File: src/sv/b64d_pkg.sv
// Package for the base64 stream decoder: item types, character codes,
// the alphabet lookup and the work-queue sizing. No dependencies.
package b64d_pkg;

  localparam logic [6:0] SYM_INVALID = 7'd127;
  localparam logic [6:0] SYM_PAD     = 7'd64;

  localparam logic [7:0] CHAR_PAD = 8'h3D;
  localparam logic [7:0] CHAR_CR  = 8'h0D;
  localparam logic [7:0] CHAR_LF  = 8'h0A;

  localparam logic KIND_DATA = 1'b0;
  localparam logic KIND_END  = 1'b1;

  localparam logic STATUS_OK      = 1'b0;
  localparam logic STATUS_INVALID = 1'b1;

  // Work queue between front and back.
  localparam int QDEPTH = 4;
  localparam int QAW    = $clog2(QDEPTH);

  typedef struct packed {
    logic [7:0] in_char;
    logic       last_char;
  } in_item_t;

  typedef struct packed {
    logic [7:0] out_byte;
    logic       kind;
    logic       status;
    logic       last_result;
  } out_item_t;

  // One finished group's worth of results: up to three bytes plus an
  // optional end-of-stream status.
  typedef struct packed {
    logic [23:0] data;
    logic [1:0]  nbytes;
    logic        is_end;
    logic        status;
  } work_t;

  function automatic logic [6:0] sym_value(input logic [7:0] c);
    logic [6:0] v;
    v = SYM_INVALID;
    if (c >= 8'h41 && c <= 8'h5A) v = 7'(c - 8'h41);
    else if (c >= 8'h61 && c <= 8'h7A) v = 7'(c - 8'h61 + 8'd26);
    else if (c >= 8'h30 && c <= 8'h39) v = 7'(c - 8'h30 + 8'd52);
    else if (c == 8'h2B) v = 7'd62;
    else if (c == 8'h2F) v = 7'd63;
    else if (c == CHAR_PAD) v = SYM_PAD;
    return v;
  endfunction

endpackage

File: src/sv/base64_stream_decoder_core.sv
// Top level of the streaming base64 decoder: front, work queue and back.
// Depends on b64d_pkg, b64d_front, b64d_fifo and b64d_back.
//
//   channel  | handshake              | payload
//   ---------+------------------------+---------------------------------------
//   input    | in_push / in_full      | in_item : in_char, last_char
//   result   | out_pop / out_empty    | out_item: out_byte, kind, status,
//            |                        |           last_result
//
// One character is taken per cycle whenever the four-entry work queue has
// room; the front decodes it in the same cycle and queues a work item at
// each group or stream end. The back hands out one result per cycle while
// out_pop is high (up to four per item), which bounds the character rate.
// Reset (rst_n low, synchronous) clears decoder state, queue and back.
// A stalled result side fills the queue, which then raises in_full.
module base64_stream_decoder_core (
  input  logic                clk,
  input  logic                rst_n,
  input  logic                in_push,
  input  b64d_pkg::in_item_t  in_item,
  output logic                in_full,
  input  logic                out_pop,
  output logic                out_empty,
  output b64d_pkg::out_item_t out_item
);

  logic            q_full;
  logic            q_push;
  b64d_pkg::work_t q_wr_item;
  logic            q_pop;
  logic            q_empty;
  b64d_pkg::work_t q_rd_item;

  // Decode characters and track group, pad, CR and error state.
  b64d_front u_front (
    .clk     (clk),
    .rst_n   (rst_n),
    .in_push (in_push),
    .in_item (in_item),
    .in_full (in_full),
    .q_full  (q_full),
    .q_push  (q_push),
    .q_item  (q_wr_item)
  );

  // Hold finished groups and end markers until the back takes them.
  b64d_fifo u_fifo (
    .clk     (clk),
    .rst_n   (rst_n),
    .push    (q_push),
    .wr_item (q_wr_item),
    .full    (q_full),
    .pop     (q_pop),
    .rd_item (q_rd_item),
    .empty   (q_empty)
  );

  // Serialize each work item into byte and status results.
  b64d_back u_back (
    .clk       (clk),
    .rst_n     (rst_n),
    .q_item    (q_rd_item),
    .q_empty   (q_empty),
    .q_pop     (q_pop),
    .out_pop   (out_pop),
    .out_empty (out_empty),
    .out_item  (out_item)
  );

endmodule

File: src/sv/b64d_front.sv
// Front of the base64 decoder: accepts characters, tracks group and line
// state, and pushes finished groups and end markers as work items.
// Depends on b64d_pkg.
module b64d_front (
  input  logic               clk,
  input  logic               rst_n,
  input  logic               in_push,
  input  b64d_pkg::in_item_t in_item,
  output logic               in_full,
  input  logic               q_full,
  output logic               q_push,
  output b64d_pkg::work_t    q_item
);

  logic [1:0]  pos_r, pos_nxt;
  logic [23:0] acc_r, acc_nxt;
  logic [1:0]  pad_r, pad_nxt;
  logic        crp_r, crp_nxt;
  logic        err_r, err_nxt;

  logic        accept;
  logic        skip;
  logic [6:0]  sym;
  logic [1:0]  pad;
  logic [1:0]  nbytes;

  assign in_full = q_full;
  assign accept  = in_push && !q_full;
  assign sym     = b64d_pkg::sym_value(in_item.in_char);

  always_comb begin
    pos_nxt = pos_r;
    acc_nxt = acc_r;
    pad_nxt = pad_r;
    crp_nxt = crp_r;
    err_nxt = err_r;
    skip    = 1'b0;
    pad     = pad_r;
    nbytes  = 2'd0;
    if (!err_r) begin
      // resolve a pending CR first
      if (crp_r) begin
        crp_nxt = 1'b0;
        if (in_item.in_char == b64d_pkg::CHAR_LF) skip = 1'b1;
        else err_nxt = 1'b1;
      end
      if (!err_nxt && !skip) begin
        if (in_item.in_char == b64d_pkg::CHAR_CR) begin
          if (in_item.last_char) err_nxt = 1'b1;
          else crp_nxt = 1'b1;
        end else if (in_item.in_char != b64d_pkg::CHAR_LF) begin
          if (sym == b64d_pkg::SYM_PAD) begin
            if (pad_r >= 2'd2) err_nxt = 1'b1;
            else pad = pad_r + 2'd1;
          end
          if (!err_nxt) begin
            if (sym == b64d_pkg::SYM_INVALID) err_nxt = 1'b1;
            else if (sym < b64d_pkg::SYM_PAD && pad != 2'd0) err_nxt = 1'b1;
          end
          pad_nxt = pad;
          if (!err_nxt) begin
            acc_nxt = {acc_r[17:0], sym[5:0]};
            pos_nxt = pos_r + 2'd1;
            if (pos_nxt == 2'd0) nbytes = 2'd3 - pad;
          end
        end
      end
    end
  end

  always_comb begin
    q_item.data   = acc_nxt;
    q_item.nbytes = nbytes;
    q_item.is_end = in_item.last_char;
    q_item.status = err_nxt ? b64d_pkg::STATUS_INVALID : b64d_pkg::STATUS_OK;
  end

  // characters that cause no result never enter the queue
  assign q_push = accept && (nbytes != 2'd0 || in_item.last_char);

  always_ff @(posedge clk) begin
    if (!rst_n) begin
      pos_r <= '0;
      acc_r <= '0;
      pad_r <= '0;
      crp_r <= 1'b0;
      err_r <= 1'b0;
    end else if (accept) begin
      if (in_item.last_char) begin
        pos_r <= '0;
        acc_r <= '0;
        pad_r <= '0;
        crp_r <= 1'b0;
        err_r <= 1'b0;
      end else begin
        pos_r <= pos_nxt;
        acc_r <= acc_nxt;
        pad_r <= pad_nxt;
        crp_r <= crp_nxt;
        err_r <= err_nxt;
      end
    end
  end

endmodule

File: src/sv/b64d_fifo.sv
// Work queue between the decoder front and back: a small circular buffer
// of work items. Depends on b64d_pkg.
module b64d_fifo (
  input  logic            clk,
  input  logic            rst_n,
  input  logic            push,
  input  b64d_pkg::work_t wr_item,
  output logic            full,
  input  logic            pop,
  output b64d_pkg::work_t rd_item,
  output logic            empty
);

  b64d_pkg::work_t mem [b64d_pkg::QDEPTH];

  logic [b64d_pkg::QAW-1:0] wr_ptr_r, rd_ptr_r;
  logic [b64d_pkg::QAW:0]   count_r, count_nxt;
  logic                     do_push, do_pop;

  assign full    = count_r == (b64d_pkg::QAW+1)'(b64d_pkg::QDEPTH);
  assign empty   = count_r == '0;
  assign do_push = push && !full;
  assign do_pop  = pop && !empty;
  assign rd_item = mem[rd_ptr_r];

  always_comb begin
    count_nxt = count_r;
    if (do_push && !do_pop) count_nxt = count_r + 1'b1;
    else if (do_pop && !do_push) count_nxt = count_r - 1'b1;
  end

  always_ff @(posedge clk) begin
    if (do_push) mem[wr_ptr_r] <= wr_item;
  end

  always_ff @(posedge clk) begin
    if (!rst_n) begin
      wr_ptr_r <= '0;
      rd_ptr_r <= '0;
      count_r  <= '0;
    end else begin
      if (do_push) wr_ptr_r <= wr_ptr_r + 1'b1;
      if (do_pop) rd_ptr_r <= rd_ptr_r + 1'b1;
      count_r <= count_nxt;
    end
  end

endmodule

File: src/sv/b64d_back.sv
// Back of the base64 decoder: takes work items from the queue and hands
// out their results one per transfer. Depends on b64d_pkg.
module b64d_back (
  input  logic                clk,
  input  logic                rst_n,
  input  b64d_pkg::work_t     q_item,
  input  logic                q_empty,
  output logic                q_pop,
  input  logic                out_pop,
  output logic                out_empty,
  output b64d_pkg::out_item_t out_item
);

  b64d_pkg::work_t cur_r;
  logic            cur_valid_r, cur_valid_nxt;
  logic [1:0]      idx_r, idx_nxt;
  logic            fire;
  logic            load;

  assign out_empty = !cur_valid_r;

  always_comb begin
    out_item.out_byte    = 8'd0;
    out_item.kind        = b64d_pkg::KIND_END;
    out_item.status      = cur_r.status;
    out_item.last_result = 1'b1;
    if (idx_r < cur_r.nbytes) begin
      case (idx_r)
        2'd0:    out_item.out_byte = cur_r.data[23:16];
        2'd1:    out_item.out_byte = cur_r.data[15:8];
        default: out_item.out_byte = cur_r.data[7:0];
      endcase
      out_item.kind        = b64d_pkg::KIND_DATA;
      out_item.status      = b64d_pkg::STATUS_OK;
      out_item.last_result = (idx_r == cur_r.nbytes - 2'd1) && !cur_r.is_end;
    end
  end

  assign fire  = out_pop && cur_valid_r;
  // refill when idle or when the last result of this item leaves
  assign load  = !cur_valid_r || (fire && out_item.last_result);
  assign q_pop = load && !q_empty;

  always_comb begin
    cur_valid_nxt = cur_valid_r;
    idx_nxt       = idx_r;
    if (load) begin
      cur_valid_nxt = !q_empty;
      idx_nxt       = 2'd0;
    end else if (fire) begin
      idx_nxt = idx_r + 2'd1;
    end
  end

  always_ff @(posedge clk) begin
    if (q_pop) cur_r <= q_item;
  end

  always_ff @(posedge clk) begin
    if (!rst_n) begin
      cur_valid_r <= 1'b0;
      idx_r       <= '0;
    end else begin
      cur_valid_r <= cur_valid_nxt;
      idx_r       <= idx_nxt;
    end
  end

`ifndef SYNTH
  a_idx_in_range: assert property (@(posedge clk) disable iff (!rst_n)
    cur_valid_r |-> ({1'b0, idx_r} < ({1'b0, cur_r.nbytes} + {2'b00, cur_r.is_end})))
    else $error("result index beyond item result count");

  a_item_has_result: assert property (@(posedge clk) disable iff (!rst_n)
    cur_valid_r |-> (cur_r.nbytes != 2'd0 || cur_r.is_end))
    else $error("work item with no results");

  a_idle_refill: assert property (@(posedge clk) disable iff (!rst_n)
    (!cur_valid_r && !q_empty) |=> cur_valid_r)
    else $error("queued item not picked up while idle");

  a_advance: assert property (@(posedge clk) disable iff (!rst_n)
    (fire && !out_item.last_result) |=> (cur_valid_r && idx_r == $past(idx_r) + 2'd1))
    else $error("result index did not advance on transfer");
`endif

endmodule
File: config.mk
export PLATFORM = sky130hd
export DESIGN_NAME = base64_stream_decoder_core
export DESIGN_NICKNAME = d
export VERILOG_FILES = /design/src/sv/b64d_pkg.sv /design/src/sv/base64_stream_decoder_core.sv /design/src/sv/b64d_front.sv /design/src/sv/b64d_fifo.sv /design/src/sv/b64d_back.sv
export SDC_FILE = /design/constraint.sdc
export NUM_CORES = 1
export LEC_CHECK = 0
export BUFFER_PORTS_ARGS = -buffer_cell sky130_fd_sc_hd__buf_2
export CORE_ASPECT_RATIO = 1.1
export CORE_MARGIN = 10
export CORE_UTILIZATION = 30
export DETAILED_ROUTE_END_ITERATION = 16
export GPL_TIMING_DRIVEN = 0
export PLACE_DENSITY = 0.43
export SKIP_CTS_REPAIR_TIMING = 1
export SLEW_MARGIN = 20
export SYNTH_ARGS = -nofsm -noshare
export SYNTH_HDL_FRONTEND = slang
export SYNTH_SLANG_ARGS = --single-unit
File: constraint.sdc
create_clock -name clk -period 6.7 [get_ports clk]
set_input_delay 1.34 -clock clk [delete_from_list [all_inputs] [get_ports clk]]
set_output_delay 1.34 -clock clk [all_outputs]
set_load 0.005 [all_outputs]
[Yosys cells after proc, flatten, opt, wreduce, memory -nomap -nowiden]
Memories as Yosys holds them, arrays and structs flattened. A register that Yosys moved wholly into a read port is not among the register bits.
Cells that the tools add are included.
Storage, ports and cells
  register bits after elaboration: 40
  bits in writable memories: 112
  input bits: 13
  logic and storage cells: 157
  memories: 1
Cells by class
  $add $sub $neg: 14
  $lt $le $gt $ge: 9
  eq/ne operators: 14
  muxes and demuxes: 71
  bitwise logic cells: 1
  reduce and logical (&&, ||, !) cells: 37
Memories
  u_fifo.mem: depth 4, bits a word 28, read ports 1, clocked after memory_dff 1, write ports 1, RTL line b64d_fifo.sv:14  | b64d_pkg::work_t mem [b64d_pkg::QDEPTH];
Operators by type and width (count)
  2-to-1 mux 24 bit: 6
  2-to-1 mux 2 bit: 23
  2-to-1 mux 7 bit: 5
  2-to-1 mux 1 bit: 32
  equality test 8 x 6 -> 1 bit (second input constant): 3
  equality test 8 x 4 -> 1 bit (second input constant): 2
  >= comparator 8 x 7 -> 1 bit (second input constant): 2
  less-or-equal comparator 8 x 7 -> 1 bit (second input constant): 2
  one-hot mux 8 bit (2 select lines): 1
  logical AND 1 bit: 15
  equality test 7 bit (second input constant): 2
  subtractor 7 bit (second input constant): 2
  2-to-1 mux 11 bit: 1
  adder 2 x 1 -> 2 bit (second input constant): 5
  nonzero test 2 bit: 5
  >= comparator 8 x 6 -> 1 bit (second input constant): 1
  less-or-equal comparator 8 x 6 -> 1 bit (second input constant): 1
  zero test 1 bit: 8
  != test 8 x 4 -> 1 bit (second input constant): 1
  adder 7 x 5 -> 7 bit (second input constant): 1
  adder 7 x 6 -> 7 bit (second input constant): 1
  less-than comparator 7 bit (second input constant): 1
  subtractor 7 x 6 -> 7 bit (second input constant): 1
  2-to-1 mux 3 bit: 2
  other kinds (19): 23

[Longest topological paths before layout]
  depth in word-level cells: 35
  mapped depth: 18

[By module]
Synthesis repeated with hierarchy kept, for this count alone.
Unflattened totals
  cell total of the unflattened synthesis: 571
  area total of the unflattened synthesis: 8211.6 um2
Modules (own cells, without submodules)
  b64d_fifo: times used 1, cells an instance 194, area an instance 4571.9 um2
  b64d_front: times used 1, cells an instance 291, area an instance 2377.3 um2
  b64d_back: times used 1, cells an instance 86, area an instance 1262.5 um2

[Least setup slack after synthesis]
Ideal clock, no wire load.
  kind: input port to flip-flop
  start point: in in_item[3] (netlist bit)
  end point: mem u_fifo.mem[0][0] (netlist bit), enable pin
  library setup time: 0.409 ns
  arrival: 4.937 ns
  data required time: 6.291 ns
  slack: 1.354 ns
  stages: 12
  cell sequence: buf_6 inv_1 ha_1 a21oi_1 o311ai_4 a311o_1 a22o_1 or4b_1 buf_6 mux2i_4 a31oi_4 nor3b_2
Between the ends
  cells in the longest elaborated chain, start to end: 33
Ends and longest elaborated chain
  start, declared: RTL line base64_stream_decoder_core.sv:20  | input b64d_pkg::in_item_t in_item,
  branches (longest 25 deep; another with subtractor 7 x 6 -> 7 bit)
  2-to-1 mux 2 bit (*): RTL line b64d_front.sv:47  | if (!err_nxt && !skip) begin
  2-to-1 mux 2 bit (*): RTL line b64d_front.sv:40  | if (!err_r) begin
  nonzero test 2 bit (*): RTL line b64d_front.sv:79  | assign q_push = accept && (nbytes != 2'd0 || in_item.last_char);
  logical OR 1 bit (*): RTL line b64d_front.sv:79
  logical AND 1 bit (*): RTL line b64d_front.sv:79
  logical AND 1 bit (*): RTL line b64d_fifo.sv:22  | assign do_push = push && !full;
  2-to-1 mux 1 bit (*): RTL line b64d_fifo.sv:33  | if (do_push) mem[wr_ptr_r] <= wr_item;
  2-to-1 mux 1 bit (implied by the code) (*): RTL line b64d_fifo.sv:33
  end, declared: RTL line b64d_fifo.sv:14
Every way passes the cells marked *. The select of a mux whose other input is x is not followed.

[Final worst setup path]
  start point: in in_item[3] (netlist bit)
  end point: reg u_fifo.count_r[2] (netlist bit)
Between the ends
  cells in the longest elaborated chain, start to end: 34
Ends and longest elaborated chain
  branches (longest 25 deep; another with subtractor 7 x 6 -> 7 bit)
  2-to-1 mux 2 bit (*): RTL line b64d_front.sv:47
  2-to-1 mux 2 bit (*): RTL line b64d_front.sv:40
  nonzero test 2 bit (*): RTL line b64d_front.sv:79
  logical OR 1 bit (*): RTL line b64d_front.sv:79
  logical AND 1 bit (*): RTL line b64d_front.sv:79
  logical AND 1 bit (*): RTL line b64d_fifo.sv:22
  via u_fifo.do_push: RTL line b64d_fifo.sv:18  | logic do_push, do_pop;
  zero test 1 bit: RTL line b64d_fifo.sv:29  | else if (do_pop && !do_push) count_nxt = count_r - 1'b1;
  logical AND 1 bit: RTL line b64d_fifo.sv:29
  nonzero test 2 bit (no source line)
  end signal, assigned: RTL line b64d_fifo.sv:44  | count_r <= count_nxt;
  end, declared: RTL line b64d_fifo.sv:17  | logic [b64d_pkg::QAW:0] count_r, count_nxt;
Mark *: on every way through the listed nets, which the timed path passes. The select of a mux whose other input is x is not followed.
A chain may end at the register's enable or synchronous reset.

==> summary.md <==
| Metric | Value |
|---|---|
| Iteration-0 DRC Markers | 215 |
| Synth Cell Area | 7990 sq um |
| Buf/Inv on CP | 5 |
| Leak Pwr | 3.17 nW |
| Via Count | 4675 |
| Crit path kind | primary input to flip-flop |
| NumNets Final | 629 |
| Pwr dens | 339 nW/um^2 |
| Crit-path max FO | 9 |
| EDFF count, synth | 140 |
| Critical path cell sequence | buf_2, buf_6, inv_1, ha_1, a21oi_1, o311ai_4, a311o_1, a22o_1, or4b_1, buf_6, mux2i_4, a31oi_4, nor2_1, ha_1, inv_1, fa_1, xor2_1, or3_1, a21boi_0 |
| Synthesized flop and latch total | 180 |
| Clock Sinks | 180 |
| Top-count cell post-synth | edfxtp_1 |
| Seq/Total Area, Yosys | 62.6% |
| H-tree depth | 4 |
| Number of remaining DRC errors | 0 |
| First-pass GRT wire length | 28600 um |
| Synthesized area per cell | 14.8 sq um |
| Max-slew violation count | 0 |
| Leading cell types by count after synthesis | edfxtp_1, dfxtp_1, nand2_1 |
| Root Driver | clkbuf_16 |
| Total Wirelength | 18000 um |
| Synth warn | 0 |
| Sum of negative setup slack | 0 ps |
| Worst-margin pin slew | 920 ps |
| Max-cap violation count | 0 |
| Initial antenna violation count | 1 |
| Post-synthesis simple-gate area fraction | 8.00% |
| Post-layout min period | 5360 ps |
| Pin count of the biggest net entering global routing | 19 |
| Largest stage delay, worst path | 540 ps |
| Synth Area in Adders | 3.69% |
| TritonRoute pass-1 iters | 4 |
| Synth top area cells | edfxtp_1, dfxtp_1, mux4_2 |
| # port buffers | 23 |
| Site Rows | 62 |
| CP top delay family | compound AO/OA/AOI/OAI gates |
| RSZ-0062 raised after global routing | false |
| CTS tree | yes |
| Worst Hold Class | flip-flop to flip-flop |
| Fmax achieved | 187 MHz |
| Clk Latency, worst-skew pair | 430 ps |
| Final worst clock skew | 11.3 ps |
| Logic pwr share | 23.7% |
| Via/cell ratio | 4.87 |
| Num CTS Buffers | 17 |
| Post-DP HPWL | 13200 um |
| Ports | 26 |
| Worst relative slew slack | 38.6% |
| Crit path DAT | 5710 ps |
| Placer congestion estimate | 0.811 |
| CP Launch Type | primary input |
| CP Capture Type | flip-flop |
| Post-synthesis xor/xnor area fraction | 0.986% |
| Core area | 26200 sq um |
| Post-route ant nets | 0 |
| Largest family of logic cells by synthesized area | multiplexers |
| Total Routing Usage GR | 11.1% |
| Die Y | 191 um |
| Setup Viol. Count Final | 0 |
| Most used flip-flop cell after synthesis | edfxtp_1 |
| Switching power | 928 uW |
| IR drop worst, VDD | 0.180 mV |
| Fin. Hold Viols | 0 |
| Synth cell types | 64 |
| Clock transition at path regs | 70 ps |
| WL per Instance | 18.7 um |
| Die Area | 33600 sq um |
| Initial Util | 30.5% |
| Cell taking the most area after synthesis | edfxtp_1 |
| Ratio of cells with drive above 1 in the final layout | 21.3% |
| Clock tree buffer depth | 2 |
| Placed cell area | 8740 sq um |
| Die width | 176 um |
| Worst Path Required | 7060 ps |
| Outcome | finished clean |
| Syn nets | 576 |
| Design area | 9290 sq um |
| Total power | 3.14 mW |
| Fin crit share | 79.9% |
| Async SR Flop Fraction | 0% |
| Vias in the first global route | 4992 |
| Total gr overflow | 0 |
| Syn Inst Count | 540 |
| Reg power frac | 46.9% |
| Syn-to-layout area delta | 16.2% |
| Top cell type's share of synthesized area | 52.6% |
| Switch share | 29.5% |
| Synth Area in Compound Gates | 10.1% |
| Mux contribution to synthesized area | 11.8% |
| Clock power share | 29.4% |
| Slowest-stage cell, CP | or4b_1 |
| Internal power | 2.22 mW |
state kept, by name (all words and copies together), names as in the netlist:
register,cells
u_fifo.mem,112
u_back.cur_r,28
u_front.acc_r,24
u_fifo.count_r,3
u_back.idx_r,2
u_fifo.rd_ptr_r,2
u_fifo.wr_ptr_r,2
u_front.pad_r,2
u_front.pos_r,2
u_back.cur_valid_r,1
u_front.crp_r,1
u_front.err_r,1
per-stage QoR:
step	util (%)	setup slack [ps]	instances	hold WS, ps
4_1_cts	35.4	1350	958	494
3_3_place_gp	32.6	-213	915	474
6_report	35.4	1340	959	496
2_1_floorplan	-	1350	540	459
3_5_place_dp	33.3	886	926	482
5_1_grt	35.4	1040	958	505
power groups by stage:
stage / logic (mW) / registers [mW] / clock network (mW)
after detailed placement: 0.766 / 1.50 / 0
after CTS: 0.768 / 1.48 / 0.953
final: 0.746 / 1.47 / 0.924
after global placement: 0.710 / 1.51 / 0
after floorplan: 0.479 / 1.48 / 0
after global routing: 0.831 / 1.49 / 0.999
area by class of cell:
class | count | area [sq um]
fillers | 2581 | 16900
flip-flops and latches | 180 | 5000
multi-input cells | 307 | 2800
well taps | 352 | 440
clock buffers | 17 | 425
repair buffers | 34 | 267
plain buffers | 29 | 136
clock inverters | 15 | 123
inverters | 24 | 90.1
diodes | 1 | 2.50
per-layer routing:
layer	GRT usage, %	share of wire [%]	up-vias
met5	0	0	-
met4	3.82	1.2	0
met3	2.23	3.2	14
met2	19.7	52	81
met1	13.1	44	2348
li1	-	-	2232
cells in the final DEF, fill, tap and decap left out, types with 4 or more instances in the layout:
cell / synthesis / layout
nor2b_1: 5 / 5
and3_1: 4 / 4
nor3_1: 10 / 10
clkinvlp_4: 0 / 4
mux2i_1: 5 / 5
a21boi_0: 4 / 4
mux2_2: 12 / 12
buf_6: 2 / 9
mux4_2: 28 / 28
a32o_1: 20 / 20
o22ai_1: 8 / 8
nand2b_1: 4 / 4
buf_2: 9 / 32
nand3_1: 7 / 7
nand4_1: 4 / 4
edfxtp_1: 140 / 140
dfxtp_1: 40 / 40
nor2_1: 18 / 18
ha_1: 22 / 22
xnor2_1: 6 / 6
o21ai_0: 8 / 8
inv_1: 24 / 24
clkbuf_16: 0 / 17
a22oi_1: 9 / 9
nand2_1: 32 / 32
a21oi_1: 23 / 22
mux2_1: 9 / 9
inv_8: 0 / 4
nor3b_4: 0 / 4
and2_1: 8 / 8
clkbuf_1: 14 / 14
path summary, 6_finish.rpt:
check | from | end | slack (ps) | cells after the start
setup / recovery | in_item[3] | u_fifo.count_r[2] | 1340 | 19
hold / removal | u_front.acc_r[21] | u_front.acc_r[21] | 500 | 1
setup reg to reg | u_front.pad_r[0] | u_fifo.count_r[2] | 3420 | 13
hold reg to reg | u_front.acc_r[21] | u_front.acc_r[21] | 500 | 1
cells by family (layout without fill, tap and decap cells):
kind of cell               count (synthesis)  count (layout)
muxes                                     55              55
AOI/OAI and AO/OA                        105             105
buffers and inverters                     53             119
other                                      0               1
adders and majority gates                 23              23
xor gates and xnor gates                   9               9
and+or+nand+nor                          115             115
DFF                                      180             180
Power figures use the tool's default switching activity.
